**src/design/tes_pkg.sv**
```systemverilog
`default_nettype none

package tes_pkg;

  // Number of index fields carried by one access word.
  localparam int HW_DIMS  = 4;
  // Largest dimension count that the block accepts.
  localparam int MAX_DIMS = 4;

  // Defaults for the top-level parameters.
  localparam int DEF_STORE_DEPTH   = 4096;
  localparam int DEF_ELEMENT_WIDTH = 32;

  // Fixed field widths.
  localparam int IDX_W      = 12;
  localparam int SIZE_W     = 13;
  localparam int DIMS_W     = 3;
  localparam int CNT_W      = 3;
  localparam int WORD_W     = 32;
  localparam int POS_W      = 12;
  localparam int CFG_IDX_W  = 3;
  localparam int CFG_DATA_W = 13;
  localparam int STEP_W     = (HW_DIMS > 1) ? $clog2(HW_DIMS) : 1;

  // Configuration register indexes.
  localparam logic [CFG_IDX_W-1:0] REG_DIMS_IN_USE = 3'd0;
  localparam logic [CFG_IDX_W-1:0] REG_DIM0_SIZE   = 3'd1;
  localparam logic [CFG_IDX_W-1:0] REG_DIM1_SIZE   = 3'd2;
  localparam logic [CFG_IDX_W-1:0] REG_DIM2_SIZE   = 3'd3;
  localparam logic [CFG_IDX_W-1:0] REG_DIM3_SIZE   = 3'd4;

  // Result status codes.
  typedef enum logic [1:0] {
    ST_OK    = 2'd0,
    ST_COUNT = 2'd1,
    ST_INDEX = 2'd2,
    ST_SHAPE = 2'd3
  } tes_status_t;

  // Access word.
  typedef struct packed {
    logic              opcode;
    logic [CNT_W-1:0]  index_count;
    logic [IDX_W-1:0]  index_a;
    logic [IDX_W-1:0]  index_b;
    logic [IDX_W-1:0]  index_c;
    logic [IDX_W-1:0]  index_d;
    logic [WORD_W-1:0] write_value;
  } tes_in_t;

  // Result word.
  typedef struct packed {
    logic [WORD_W-1:0] read_value;
    logic [POS_W-1:0]  linear_position;
    tes_status_t       status;
  } tes_out_t;

  // Commands from the controller to the datapath.
  typedef struct packed {
    logic load;
    logic step;
    logic access;
    logic finish;
  } tes_cmd_t;

  // Status from the datapath to the controller.
  typedef struct packed {
    logic pre_err;
    logic last_step;
  } tes_stat_t;

endpackage

`default_nettype wire

```
**src/design/tes_ctrl.sv**
```systemverilog
`default_nettype none

module tes_ctrl
  import tes_pkg::*;
(
  input  wire logic      clk,
  input  wire logic      rst,
  input  wire logic      start,
  input  wire tes_stat_t stat,
  output logic           busy,
  output logic           done,
  output tes_cmd_t       cmd
);

  typedef enum logic [1:0] {
    IDLE,
    WALK,
    ACCESS,
    FINISH
  } state_t;

  state_t state;

  // Commands decoded from the current state.
  always_comb begin
    cmd.load   = (state == IDLE) && start;
    cmd.step   = (state == WALK) && !stat.pre_err;
    cmd.access = (state == ACCESS);
    cmd.finish = (state == FINISH);
  end

  // State and registered handshake outputs.
  always_ff @(posedge clk) begin
    if (rst) begin
      state <= IDLE;
      busy  <= 1'b0;
      done  <= 1'b0;
    end else begin
      done <= 1'b0;
      case (state)
        IDLE: begin
          if (start) begin
            busy  <= 1'b1;
            state <= WALK;
          end
        end
        WALK: begin
          // A rejected access skips the walk and the memory.
          if (stat.pre_err) begin
            state <= FINISH;
          end else if (stat.last_step) begin
            state <= ACCESS;
          end
        end
        ACCESS: begin
          state <= FINISH;
        end
        FINISH: begin
          done  <= 1'b1;
          busy  <= 1'b0;
          state <= IDLE;
        end
        default: begin
          state <= IDLE;
        end
      endcase
    end
  end

endmodule

`default_nettype wire

```
**config.mk**
```make
export PLATFORM = sky130hd
export DESIGN_NAME = tes_ctrl
export DESIGN_NICKNAME = d
export VERILOG_FILES = /design/src/design/tes_pkg.sv /design/src/design/tes_ctrl.sv
export SDC_FILE = /design/constraint.sdc
export NUM_CORES = 1
export LEC_CHECK = 0
export CORE_AREA = 10 10 47 49
export CTS_CLUSTER_SIZE = 25
export DETAILED_ROUTE_END_ITERATION = 6
export DIE_AREA = 0 0 57 59
export DONT_BUFFER_PORTS = 1
export GPL_ROUTABILITY_DRIVEN = 0
export GPL_TIMING_DRIVEN = 1
export PLACE_DENSITY_LB_ADDON = 0.25
export SYNTH_ARGS = -nofsm -noshare
export SYNTH_HDL_FRONTEND = slang
export SYNTH_SLANG_ARGS = --single-unit
export TNS_END_PERCENT = 20
```
**constraint.sdc**
```tcl
create_clock -name clk -period 3.11 [get_ports clk]
set_input_delay 0.311 -clock clk [delete_from_list [all_inputs] [get_ports clk]]
set_output_delay 0.311 -clock clk [all_outputs]
set_load 0.02 [all_outputs]
```
==> reports/qor.txt <==
Clk slew on worst S/H paths: 40 ps
Seq/Total Area, Yosys: 29.9%
Drt initial violations: 4
CP cell instances: inv_1, ha_1, nor3b_1, or3_1, a221oi_2
Layout Skew: 2.05 ps
M1 WL: 257 microns
Period minus WS final: 1610 ps
Fin. Hold Viols: 0
Cell Area, Synth: 268 sq um
Area taken by multi-input logic gates: 176 sq um
Routed wire per std cell: 12.7 microns
Post-CTS Repair Setup Buffers: 0
Netlist cell types: 16
Total core area: 1400 sq um
Post-route cell area: 310 sq um
Layout fillers: 156
DR WL met3: 64 microns
Post-CTS Resized: 0
Max Root-Sink Buffers: 2
Largest net degree at the start of global routing: 7
Most common cell after layout, fill and taps aside: ha_1
Remaining global-route overflow: 0
Initial antenna violation count: 0
Top Metal Used: met3
Horiz. Die Dim: 57 microns
Outcome: finished, final reports clean
Post-CTS Hold Buffers: 0
Htree depth: 1
Cell count after synthesis: 29
Clock latency on the worst-skew pair: 230 ps
Vias per inst: 4.10
RSZ-0062 raised after global routing: no
Root Driver: clkbuf_4
Yosys warning count: 0
ANT nets after route: 0
Share of layout cells above drive strength 1: 18.8%
Largest fanout on the critical path: 6
GRT Total Usage: 3.97%
Die H: 59 microns
Ports: 11
Syn_nets: 39
Slowest cell on the critical path: dfxtp_1
Setup TNS: 0 ps
Slew Viols, Final: 0
Placed Instance Area: 288 sq um
Crit path required time: 3250 ps
Min-Delay Path Class: in -> reg
Routed vias: 197
Clk sink count: 4
Nets@finish: 44
TritonCTS clock tree: yes
Worst slew pin tran: 410 ps
Power Density: 1050 nW/um^2
Maximum clock rate: 0.619 GHz
FF+latch area: 80.1 sq um
Dpl hpwl: 521 microns
Pleak: 0.130 nW
Max cap viols: 0
Kind of critical path: reg -> reg
Syn_area_per_cell: 9.23 sq um
Cell Rows: 14
Port bufs: 0
Drt pass-1 iters: 4
Critical path startpoint category: flip-flop
Met2 wire len: 287 microns
Most frequent cells in the layout: ha_1 (5), dfxtp_1 (4), inv_1 (3), o21ai_0 (3), clkbuf_4 (3)
Starting density of the core: 19.1%
DRC: 0
Worst setup EP type: flip-flop
First-pass GRT wire length: 1.00 mm
Vias in the first global route: 212
Antenna fix cells: 0
Final setup violation count: 0
Yosys reg bits: 4
Worst EP arrival: 1760 ps
Slew HR: 72.6%
Layout area overhead: 15.9%
Routed WL: 609 microns
Die area: 3360 sq um
TritonCTS Buffers: 3
Part of the cycle the worst path needs: 51.9%
Max VDD drop: 0.314 mV
Slowest Stage Delay on Critical Path: 400 ps
==> state kept, by name, summed over array words and instances (netlist names) <==
signal	flops
done	1
busy	1
state	2
==> per-layer routing <==
layer	track usage, %	vias to the layer above
li1	-	104
met1	3.55	88
met2	5.74	5
met3	3.43	0
met4	3.02	0
met5	0	-
==> final timing paths <==
path / startpoint / to / slack, ps / cells past startpoint
worst max register to register: state[1] / state[0] / 1500 / 5
worst min register to register: state[1] / state[1] / 540 / 2
worst max-delay path: state[1] / state[0] / 1500 / 5
worst min-delay path: rst / state[0] / 140 / 1
==> per-stage QoR <==
step / util (%) / hold WS [ps] / total power, mW / setup slack, ps / cells
floorplan: - / 377 / 0.235 / 1640 / 29
global placement: 20.5 / 380 / 0.261 / 1500 / 45
detailed placement: 20.5 / 381 / 0.266 / 1490 / 45
CTS: 22.1 / 133 / 0.334 / 1480 / 48
global route: 22.1 / 128 / 0.364 / 1340 / 48
finish: 22.1 / 143 / 0.325 / 1500 / 48
==> synth_stat cells (all sizes together) <==
master | count | area share, %
ha | 5 | 23
dfxtp | 4 | 30
inv | 3 | 4.2
o21ai | 3 | 5.6
a21oi | 2 | 3.7
nor2 | 2 | 2.8
nor2b | 2 | 7.5
a211oi | 1 | 2.8
a221oi | 1 | 5.6
and2 | 1 | 2.3
nand2 | 1 | 1.4
nand2b | 1 | 2.3
nor3b | 1 | 2.8
or3 | 1 | 2.3
or3b | 1 | 3.3
==> worst max-delay path, delay by kind of cell (launching register included) <==
family | cells | cell delay, ps
flip-flops | 1 | 400
adder cells (fa/ha/maj) | 1 | 220
buffers and inverters | 1 | 110
AO/OA/AOI/OAI | 1 | 270
AND/OR/NAND/NOR | 2 | 540
==> power by group <==
group	leakage, nW	switching (mW)	internal [mW]
Combinational	0.0831	0.0949	0.0744
Sequential	0.0330	0.0232	0.0700
Clock	0.0138	0.0195	0.0430
==> cells by family after synthesis <==
logic type,synth area share [%]
AO/OA/AOI/OAI,17.8
buffers and inverters,4.21
AND/OR/NAND/NOR,24.8
flip-flops,29.9
adder cells (fa/ha/maj),23.4
==> layout make-up <==
class / count / area share, %
multi-input cells: 22 / 56.9
flip-flops and latches: 4 / 25.8
clock buffers: 3 / 7.26
well taps: 16 / 6.45
inverters: 3 / 3.63
(Power assumes the default switching activity.)
